==> config.mk <==
export PLATFORM = sky130hd
export DESIGN_NAME = masked_template_record_match
export DESIGN_NICKNAME = d
export VERILOG_FILES = /design/src/hw/rtl/mtrm_pkg.sv /design/src/hw/rtl/mtrm_ram.sv /design/src/hw/rtl/mtrm_ctrl.sv /design/src/hw/rtl/mtrm_dp.sv /design/src/hw/rtl/masked_template_record_match.sv
export VERILOG_INCLUDE_DIRS = /design/src /design/src/hw/rtl
export SDC_FILE = /design/constraint.sdc
export NUM_CORES = 2
export LEC_CHECK = 0
export BUFFER_PORTS_ARGS = -buffer_cell sky130_fd_sc_hd__buf_4
export CAP_MARGIN = 10
export CORE_MARGIN = 2
export CORE_UTILIZATION = 54
export CTS_CLUSTER_DIAMETER = 120
export CTS_CLUSTER_SIZE = 30
export DETAILED_ROUTE_END_ITERATION = 10
export PLACE_DENSITY = 0.7
export SLEW_MARGIN = 20
export SYNTH_ARGS = -nofsm -noshare
export SYNTH_HDL_FRONTEND = slang
export SYNTH_SLANG_ARGS = --single-unit
==> constraint.sdc <==
create_clock -name clk -period 24.1 [get_ports clk]
set_clock_uncertainty 0.15 [all_clocks]
set_input_delay 0 -clock clk [delete_from_list [all_inputs] [get_ports clk]]
set_output_delay 0 -clock clk [all_outputs]
set_load 0.05 [all_outputs]
==> src/hw/rtl/masked_template_record_match_assert.svh <==
// assertion macros for the masked template record match block
// expects clk and rst_n in the scope of use
`ifndef MASKED_TEMPLATE_RECORD_MATCH_ASSERT_SVH
`define MASKED_TEMPLATE_RECORD_MATCH_ASSERT_SVH

// same-cycle implication
`define MTRM_ASSERT_IMPL(label, ante, cons) \
  label: assert property (@(posedge clk) disable iff (!rst_n) (ante) |-> (cons)) \
    else $error("mtrm assertion failed");

// next-cycle implication
`define MTRM_ASSERT_NEXT(label, ante, cons) \
  label: assert property (@(posedge clk) disable iff (!rst_n) (ante) |=> (cons)) \
    else $error("mtrm assertion failed");

`endif

==> src/hw/rtl/mtrm_pkg.sv <==
// shared types and constants for the masked template record match block
// no dependencies
`timescale 1ns / 1ps

package mtrm_pkg;

  localparam int CMD_W   = 2;
  localparam int SEL_W   = 64;
  localparam int OFF_W   = 12;
  localparam int BIT_W   = OFF_W + 1;
  localparam int IDX_W   = BIT_W - 3;
  localparam int BYTE_W  = 8;
  localparam int CNT_W   = 16;

  localparam logic [CMD_W-1:0] CMD_BEGIN   = 2'd0;
  localparam logic [CMD_W-1:0] CMD_FIELD   = 2'd1;
  localparam logic [CMD_W-1:0] CMD_COMPARE = 2'd2;

  localparam logic [BYTE_W-1:0] BYTE_ONES = 8'hff;
  localparam logic [CNT_W-1:0]  CNT_MAX   = 16'hffff;

  typedef struct packed {
    logic clr_step;
    logic load_begin;
    logic load_field;
    logic fld_rd;
    logic fld_wr;
    logic cmp_load;
    logic cmp_finish;
  } ctl_t;

  typedef struct packed {
    logic clr_last;
    logic fld_mark;
    logic fld_last;
    logic cmp_last;
    logic out_free;
  } stat_t;

endpackage

==> src/hw/rtl/mtrm_ram.sv <==
// generic single write, single read memory with registered read data
// no dependencies
`timescale 1ns / 1ps

module mtrm_ram #(
  parameter int WIDTH = 8,
  parameter int DEPTH = 256
) (
  input  logic                     clk,
  input  logic                     wr_en,
  input  logic [$clog2(DEPTH)-1:0] wr_addr,
  input  logic [WIDTH-1:0]         wr_data,
  input  logic                     rd_en,
  input  logic [$clog2(DEPTH)-1:0] rd_addr,
  output logic [WIDTH-1:0]         rd_data
);

  logic [WIDTH-1:0] mem_r [DEPTH];
  logic [WIDTH-1:0] rd_data_r;

  always_ff @(posedge clk) begin
    if (wr_en) begin
      mem_r[wr_addr] <= wr_data;
    end
    if (rd_en) begin
      rd_data_r <= mem_r[rd_addr];
    end
  end

  assign rd_data = rd_data_r;

endmodule

==> src/hw/rtl/mtrm_ctrl.sv <==
// sequencer for the masked template record match block
// depends on mtrm_pkg
`timescale 1ns / 1ps

module mtrm_ctrl (
  input  logic                       clk,
  input  logic                       rst_n,
  input  logic                       in_valid,
  input  logic [mtrm_pkg::CMD_W-1:0] in_command,
  output logic                       in_stall,
  input  mtrm_pkg::stat_t            st,
  output mtrm_pkg::ctl_t             ctl
);

  typedef enum logic [2:0] {
    S_CLEAR,
    S_IDLE,
    S_FRD,
    S_FWR,
    S_CMP
  } state_t;

  state_t state_r;
  state_t state_nxt;

  always_comb begin
    ctl       = '0;
    state_nxt = state_r;
    in_stall  = (state_r != S_IDLE);
    case (state_r)
      S_CLEAR: begin
        ctl.clr_step = 1'b1;
        if (st.clr_last) begin
          state_nxt = S_IDLE;
        end
      end
      S_IDLE: begin
        if (in_valid) begin
          case (in_command)
            mtrm_pkg::CMD_BEGIN: begin
              ctl.load_begin = 1'b1;
              state_nxt      = S_CLEAR;
            end
            mtrm_pkg::CMD_FIELD: begin
              ctl.load_field = 1'b1;
              if (st.fld_mark) begin
                state_nxt = S_FRD;
              end
            end
            mtrm_pkg::CMD_COMPARE: begin
              ctl.cmp_load = 1'b1;
              state_nxt    = S_CMP;
            end
            default: begin
            end
          endcase
        end
      end
      S_FRD: begin
        ctl.fld_rd = 1'b1;
        state_nxt  = S_FWR;
      end
      S_FWR: begin
        ctl.fld_wr = 1'b1;
        state_nxt  = st.fld_last ? S_IDLE : S_FRD;
      end
      S_CMP: begin
        if (!st.cmp_last || st.out_free) begin
          ctl.cmp_finish = 1'b1;
          state_nxt      = S_IDLE;
        end
      end
      default: begin
        state_nxt = S_IDLE;
      end
    endcase
  end

  always_ff @(posedge clk) begin
    if (!rst_n) begin
      state_r <= S_CLEAR;
    end else begin
      state_r <= state_nxt;
    end
  end

endmodule

==> src/hw/rtl/mtrm_dp.sv <==
// datapath: selection tracking, mask byte marking, record compare and result register
// depends on mtrm_pkg and mtrm_ram
`timescale 1ns / 1ps

module mtrm_dp #(
  parameter int MASK_BYTES = 256
) (
  input  logic                          clk,
  input  logic                          rst_n,
  input  mtrm_pkg::ctl_t                ctl,
  output mtrm_pkg::stat_t               st,
  input  logic [mtrm_pkg::SEL_W-1:0]    in_component_mask,
  input  logic [mtrm_pkg::OFF_W-1:0]    in_field_offset,
  input  logic [mtrm_pkg::OFF_W-1:0]    in_field_length,
  input  logic [mtrm_pkg::BYTE_W-1:0]   in_record_byte,
  input  logic [mtrm_pkg::BYTE_W-1:0]   in_template_byte,
  input  logic                          in_last_byte,
  output logic                          out_valid,
  input  logic                          out_stall,
  output logic                          out_matched,
  output logic [mtrm_pkg::CNT_W-1:0]    out_matched_count
);

  localparam int AW    = $clog2(MASK_BYTES);
  localparam int IDX_W = mtrm_pkg::IDX_W;
  localparam int BIT_W = mtrm_pkg::BIT_W;
  localparam int BW    = mtrm_pkg::BYTE_W;
  localparam logic [IDX_W:0] IDX_LIM = (IDX_W + 1)'(MASK_BYTES);
  localparam logic [AW:0]    POS_LIM = (AW + 1)'(MASK_BYTES);
  localparam logic [AW-1:0]  CLR_END = AW'(MASK_BYTES - 1);

  logic [mtrm_pkg::SEL_W-1:0] sel_r, sel_nxt;
  logic                       ended_r, ended_nxt;
  logic [AW:0]                pos_r, pos_nxt;
  logic                       mis_r, mis_nxt;
  logic [mtrm_pkg::CNT_W-1:0] total_r, total_nxt;
  logic [AW-1:0]              clr_addr_r, clr_addr_nxt;
  logic [IDX_W-1:0]           idx_r, idx_nxt;
  logic [IDX_W-1:0]           last_idx_r, last_idx_nxt;
  logic                       first_r, first_nxt;
  logic [2:0]                 lo_r, lo_nxt;
  logic [2:0]                 hi_r, hi_nxt;
  logic [BW-1:0]              rec_r, rec_nxt;
  logic [BW-1:0]              tpl_r, tpl_nxt;
  logic                       last_r, last_nxt;
  logic                       inrng_r, inrng_nxt;
  logic                       oval_r, oval_nxt;
  logic                       omatch_r, omatch_nxt;
  logic [mtrm_pkg::CNT_W-1:0] ocount_r, ocount_nxt;

  logic [BIT_W-1:0] end_bit;
  logic [BIT_W-1:0] last_bit;
  logic [2:0]       cur_lo;
  logic [2:0]       cur_hi;
  logic [BW-1:0]    byte_mask;
  logic [BW-1:0]    cmp_mask;
  logic             mis_cur;
  logic             ram_we;
  logic [AW-1:0]    ram_waddr;
  logic [BW-1:0]    ram_wdata;
  logic             ram_re;
  logic [AW-1:0]    ram_raddr;
  logic [BW-1:0]    ram_rdata;

  assign end_bit  = {1'b0, in_field_offset} + {1'b0, in_field_length};
  assign last_bit = end_bit - BIT_W'(1);

  // per-byte bit range, msb-first
  assign cur_lo    = first_r ? lo_r : 3'd0;
  assign cur_hi    = (idx_r == last_idx_r) ? hi_r : 3'd7;
  assign byte_mask = (mtrm_pkg::BYTE_ONES >> cur_lo) & (mtrm_pkg::BYTE_ONES << (3'd7 - cur_hi));

  assign cmp_mask = inrng_r ? ram_rdata : '0;
  assign mis_cur  = mis_r | (|((rec_r ^ tpl_r) & cmp_mask));

  assign st.clr_last = (clr_addr_r == CLR_END);
  assign st.fld_mark = !ended_r && (sel_r != '0) && (in_field_length != '0) && sel_r[0]
                       && ({2'b00, in_field_offset[mtrm_pkg::OFF_W-1:3]} < IDX_LIM);
  assign st.fld_last = (idx_r == last_idx_r) || (({1'b0, idx_r} + (IDX_W + 1)'(1)) >= IDX_LIM);
  assign st.cmp_last = last_r;
  assign st.out_free = !oval_r || !out_stall;

  always_comb begin
    sel_nxt      = sel_r;
    ended_nxt    = ended_r;
    pos_nxt      = pos_r;
    mis_nxt      = mis_r;
    total_nxt    = total_r;
    clr_addr_nxt = clr_addr_r;
    idx_nxt      = idx_r;
    last_idx_nxt = last_idx_r;
    first_nxt    = first_r;
    lo_nxt       = lo_r;
    hi_nxt       = hi_r;
    rec_nxt      = rec_r;
    tpl_nxt      = tpl_r;
    last_nxt     = last_r;
    inrng_nxt    = inrng_r;
    oval_nxt     = oval_r && out_stall;
    omatch_nxt   = omatch_r;
    ocount_nxt   = ocount_r;

    if (ctl.clr_step) begin
      clr_addr_nxt = clr_addr_r + AW'(1);
    end

    if (ctl.load_begin) begin
      sel_nxt      = in_component_mask;
      ended_nxt    = (in_component_mask == '0);
      pos_nxt      = '0;
      mis_nxt      = 1'b0;
      total_nxt    = '0;
      clr_addr_nxt = '0;
    end

    if (ctl.load_field && !ended_r) begin
      if (sel_r == '0 || in_field_length == '0) begin
        ended_nxt = 1'b1;
      end else begin
        sel_nxt   = sel_r >> 1;
        ended_nxt = ((sel_r >> 1) == '0);
      end
      idx_nxt      = {1'b0, in_field_offset[mtrm_pkg::OFF_W-1:3]};
      last_idx_nxt = last_bit[BIT_W-1:3];
      first_nxt    = 1'b1;
      lo_nxt       = in_field_offset[2:0];
      hi_nxt       = last_bit[2:0];
    end

    if (ctl.fld_wr) begin
      idx_nxt   = idx_r + IDX_W'(1);
      first_nxt = 1'b0;
    end

    if (ctl.cmp_load) begin
      rec_nxt   = in_record_byte;
      tpl_nxt   = in_template_byte;
      last_nxt  = in_last_byte;
      inrng_nxt = (pos_r < POS_LIM);
      if (pos_r < POS_LIM) begin
        pos_nxt = pos_r + (AW + 1)'(1);
      end
    end

    if (ctl.cmp_finish) begin
      if (last_r) begin
        if (!mis_cur && total_r != mtrm_pkg::CNT_MAX) begin
          total_nxt  = total_r + mtrm_pkg::CNT_W'(1);
          ocount_nxt = total_r + mtrm_pkg::CNT_W'(1);
        end else begin
          ocount_nxt = total_r;
        end
        omatch_nxt = !mis_cur;
        oval_nxt   = 1'b1;
        pos_nxt    = '0;
        mis_nxt    = 1'b0;
      end else begin
        mis_nxt = mis_cur;
      end
    end
  end

  always_ff @(posedge clk) begin
    if (!rst_n) begin
      sel_r      <= '0;
      ended_r    <= 1'b1;
      pos_r      <= '0;
      mis_r      <= 1'b0;
      total_r    <= '0;
      clr_addr_r <= '0;
      oval_r     <= 1'b0;
    end else begin
      sel_r      <= sel_nxt;
      ended_r    <= ended_nxt;
      pos_r      <= pos_nxt;
      mis_r      <= mis_nxt;
      total_r    <= total_nxt;
      clr_addr_r <= clr_addr_nxt;
      oval_r     <= oval_nxt;
    end
  end

  always_ff @(posedge clk) begin
    idx_r      <= idx_nxt;
    last_idx_r <= last_idx_nxt;
    first_r    <= first_nxt;
    lo_r       <= lo_nxt;
    hi_r       <= hi_nxt;
    rec_r      <= rec_nxt;
    tpl_r      <= tpl_nxt;
    last_r     <= last_nxt;
    inrng_r    <= inrng_nxt;
    omatch_r   <= omatch_nxt;
    ocount_r   <= ocount_nxt;
  end

  // mask store: clearing sweep and read-modify-write of field bytes
  assign ram_we    = ctl.clr_step | ctl.fld_wr;
  assign ram_waddr = ctl.clr_step ? clr_addr_r : idx_r[AW-1:0];
  assign ram_wdata = ctl.clr_step ? '0 : (ram_rdata | byte_mask);
  assign ram_re    = ctl.fld_rd | ctl.cmp_load;
  assign ram_raddr = ctl.fld_rd ? idx_r[AW-1:0] : pos_r[AW-1:0];

  mtrm_ram #(
    .WIDTH (BW),
    .DEPTH (MASK_BYTES)
  ) u_mask_ram (
    .clk     (clk),
    .wr_en   (ram_we),
    .wr_addr (ram_waddr),
    .wr_data (ram_wdata),
    .rd_en   (ram_re),
    .rd_addr (ram_raddr),
    .rd_data (ram_rdata)
  );

  assign out_valid         = oval_r;
  assign out_matched       = omatch_r;
  assign out_matched_count = ocount_r;

endmodule

==> src/hw/rtl/masked_template_record_match.sv <==
// masked template record match top level; depends on mtrm_pkg, mtrm_ctrl, mtrm_dp
// compare byte: each transfer is followed by a compare state; on the last byte it waits for a free result register
// descriptor: a read state and a write state per marked mask byte (read-modify-write of one ram port)
// begin: starts a clearing sweep over all MASK_BYTES words of the mask ram
// reset: the same clearing sweep, in_stall held high until done
`timescale 1ns / 1ps

`include "masked_template_record_match_assert.svh"

module masked_template_record_match #(
  parameter int MASK_BYTES = 256
) (
  input  logic                          clk,
  input  logic                          rst_n,
  input  logic                          in_valid,
  output logic                          in_stall,
  input  logic [mtrm_pkg::CMD_W-1:0]    in_command,
  input  logic [mtrm_pkg::SEL_W-1:0]    in_component_mask,
  input  logic [mtrm_pkg::OFF_W-1:0]    in_field_offset,
  input  logic [mtrm_pkg::OFF_W-1:0]    in_field_length,
  input  logic [mtrm_pkg::BYTE_W-1:0]   in_record_byte,
  input  logic [mtrm_pkg::BYTE_W-1:0]   in_template_byte,
  input  logic                          in_last_byte,
  output logic                          out_valid,
  input  logic                          out_stall,
  output logic                          out_matched,
  output logic [mtrm_pkg::CNT_W-1:0]    out_matched_count
);

  mtrm_pkg::ctl_t  ctl;
  mtrm_pkg::stat_t st;
  logic            in_xfer;

  assign in_xfer = in_valid && !in_stall;

  mtrm_ctrl u_ctrl (
    .clk        (clk),
    .rst_n      (rst_n),
    .in_valid   (in_valid),
    .in_command (in_command),
    .in_stall   (in_stall),
    .st         (st),
    .ctl        (ctl)
  );

  mtrm_dp #(
    .MASK_BYTES (MASK_BYTES)
  ) u_dp (
    .clk               (clk),
    .rst_n             (rst_n),
    .ctl               (ctl),
    .st                (st),
    .in_component_mask (in_component_mask),
    .in_field_offset   (in_field_offset),
    .in_field_length   (in_field_length),
    .in_record_byte    (in_record_byte),
    .in_template_byte  (in_template_byte),
    .in_last_byte      (in_last_byte),
    .out_valid         (out_valid),
    .out_stall         (out_stall),
    .out_matched       (out_matched),
    .out_matched_count (out_matched_count)
  );

  `MTRM_ASSERT_NEXT(a_begin_sweeps, in_xfer && in_command == mtrm_pkg::CMD_BEGIN, in_stall)
  `MTRM_ASSERT_NEXT(a_compare_busy, in_xfer && in_command == mtrm_pkg::CMD_COMPARE, in_stall)
  `MTRM_ASSERT_IMPL(a_match_counted, out_valid && out_matched, out_matched_count != '0)

endmodule

==> flow_summary.yaml <==
outcome:
  outcome: "finished clean"
clock_network:
  post_cts_buffers: 0
  tritoncts: "done"
  cts_hold_buf: 255
  clkTransAtPathRegs_ps: 120
  cts_inserted_buffers: 84
  cts_resized: 0
  clkLatencyLatePin_ps: 780
  htreeDepth: 3
  ctsLongestPathBuffers: 3
  cts_root_buf: "clkbuf_16"
  clock_sinks: 2221
timing:
  max_slew.worst_pin.slew_ps: 1210
  setup_viol: 0
  worst_slack_ps: 17280
  finalMaxSlewViolations: 0
  fin_crit_sh_pct: 28.3
  hold_viol: 0
  slew_headroom_pct: 19.0
  rsz0062_at_grt: "no"
  whs_ps: 40.9
  max_freq_ghz: 0.147
  setup_tns_ps: 0
  min_period_ps: 6820
setup_path:
  crit_type: "flop to flop"
  rr_startpoint: "u_ctrl.state_r[1]"
  critPathCapture: "u_dp.u_mask_ram.rd_data[7]"
  critPathMaxFanout: 181
  crit_path_start_kind: "flop"
  r2r_end: "u_dp.u_mask_ram.rd_data[7]"
  arrival_ps: 7330
  r2r_cells: 12
  critical_path.startpoint: "u_ctrl.state_r[1]"
  endpoint_kind: "flop"
  cp_data_required_time_ps: 24610
  rrSetupSlack_ps: 17280
layout:
  synthToLayoutAreaGrowth_pct: 8.93
  drive_gt1_share_pct: 7.70
  fin_nets: 6772
  fillers: 12300
pwr:
  comb_power_share_pct: 2.2
  pwr-share-seq_pct: 68.3
  ir_worst_vdd_mv: 0.0518
  clkPwrFrac_pct: 29.5
  leakage_nw: 33.9
  power.density_nw_per_um2: 61.6
  p_total_mw: 6.11
  switchingPower_mw: 1.21
  p_int_mw: 4.90
  swShare_pct: 19.8
yosys:
  syn-cell-area_um2: 91000
  netlist_top_cells_count: "edfxtp_1, nand2_1, mux2i_1"
  synth_fp_nets: 6578
  ys_warn_count: 0
  yosysTopAreaCell: "edfxtp_1"
  synth_flop_cell: "edfxtp_1"
  ys_async_sr_fraction_pct: 0
  synth_most_common_cell: "edfxtp_1"
  synth_cell_types: 79
  synthTopCellsByArea: "edfxtp_1, mux2i_1, nand2_1"
  synth.avg_cell_area_um2: 14.1
  synth_top_area_share_pct: 69.9
  synth_edf_count: 2117
  synth_seq_cells: 2221
  postSynthCellCount: 6436
  yosysSeqAreaShare_pct: 72.1
placed_design:
  gp_congestion: 0.931
  hpwl_mm: 163
  io_buffers: 129
  preCtsSetupSlack_ps: 17550
floorplan:
  die_area_um2: 172000
  io_pins: 130
  die_x_um: 415
  die_y_um: 415
  start_util_pct: 54.4
  rows: 150
  core_um2: 167000
route:
  route.met2.wl_mm: 123
  wl_met3_mm: 38.4
  vias_per_cell: 6.70
  drc: 0
  wl_per_cell_um: 31.3
  ant_nets: 0
  wl_mm: 278
  wl_met1_mm: 101
  drt-pass1-iter-count: 9
  first_iter_violations: 10400
  num_vias: 59500
  top_layer_used: "met5"
global_route:
  grt_pass1_wl_mm: 394
  grt_pass1_vias: 55500
  grt_max_degree: 209
  grt_remaining_overflow: 0
  gr-usage-all-layers_pct: 31.6
  antenna_found_initial: 19
job:
  drv_cap: 0
hold_path:
  hold_class: "primary input to flop"
cell usage in the layout, fill, tap and decap left out, types with 38 or more instances in the layout:
master and n:
nor2_1 428, nor4_1 51, a22oi_1 43, a21oi_1 73
clkbuf_16 87, a211oi_1 145, a31oi_1 71, nand3_1 372
mux2i_1 453, nand4_1 70, nor3_1 38, o21ai_0 71
o2111ai_1 66, xor2_1 40, dfxtp_1 103, inv_1 136
buf_4 241, dlygate4sd3_1 255, o22ai_1 45, edfxtp_1 2117
mux4_2 76, nand2_1 1137, a311oi_1 106
state kept, by name (all words and copies together), names as in the netlist, 3 cells and up:
name and count:
u_dp.u_mask_ram.rd_data 8, u_dp.clr_addr_r 8, u_dp.out_matched_count 16, u_dp.pos_r 9
u_dp.rec_r 8, u_dp.u_mask_ram.mem_r 2048, u_dp.sel_r 64, u_ctrl.state_r 3
u_dp.tpl_r 8, u_dp.idx_r 10, u_dp.lo_r 3, u_dp.hi_r 3
u_dp.last_idx_r 10, u_dp.total_r 16
power by group through the flow:
stage               sequential, mW  clock [mW]  combinational (mW)
finish                        4.17        1.80               0.133
CTS                           4.17        1.80               0.124
floorplan                     4.26           0              0.0423
global placement              4.26           0              0.0950
global route                  4.17        1.93               0.137
detailed placement            4.26           0              0.0961
cells by family (layout without fill, tap and decap cells):
group                      after synthesis  count (layout)  synth area share, %
xor gates and xnor gates                53              53                0.510
and+or+nand+nor                       2218            2218                 10.4
adders and majority gates               31              31                0.434
buffers and inverters                  541             766                 2.72
muxes                                  552             552                 7.15
DFF                                   2221            2221                 72.1
other                                    0              14                    0
AOI/OAI and AO/OA                      820             820                 6.64
layer usage:
metal	up-vias	GRT usage, %
li1	24700	-
met1	29500	43.1
met2	4494	47.4
met3	760	8.81
met4	12	14.7
met5	-	0
worst min-delay path by stage:
| stage | from | end | slack (ps) | depth (start not counted) |
|---|---|---|---|---|
| floorplan | in_last_byte | u_dp.last_r | -50 | 0 |
| global placement | in_template_byte[7] | u_dp.tpl_r[7] | 30 | 1 |
| detailed placement | in_last_byte | u_dp.last_r | 30 | 1 |
| CTS | in_component_mask[50] | u_dp.sel_r[50] | 9 | 4 |
| global route | in_component_mask[55] | u_dp.sel_r[55] | 50 | 4 |
| finish | in_component_mask[55] | u_dp.sel_r[55] | 40 | 4 |
per-stage QoR:
step	instance area, um^2	cells	util, %
2_1_floorplan	91000	6436	-
3_3_place_gp	94100	8489	56.3
3_5_place_dp	94200	8493	56.3
6_report	99100	8879	59.3
5_1_grt	99100	8871	59.3
4_1_cts	99100	8865	59.2
critical path, cell delays in order, from the launching register on:
cell and delay [ps]:
dfxtp_1 540, nor4bb_4 430, buf_12 490, a21o_4 570
buf_12 630, buf_4 850, buf_4 770, nand2_1 120
nand3_1 120, o2111ai_1 220, a41oi_1 930, nor4_1 220
nand3_1 140
area by class of cell:
class                           instances  area [um^2]  area share (%)
Inverter                              137          515           0.520
Tap cell                             2204         2760            2.78
Sequential cell                      2221        65700            66.2
Clock inverter                          6         81.3          0.0820
Clock buffer                          111         2270            2.29
Multi-Input combinational cell       3674        23200            23.4
Timing Repair Buffer                  512         4630            4.67
Antenna cell                           14         35.0          0.0353
No activity file was read; power rests on OpenSTA's default activity.
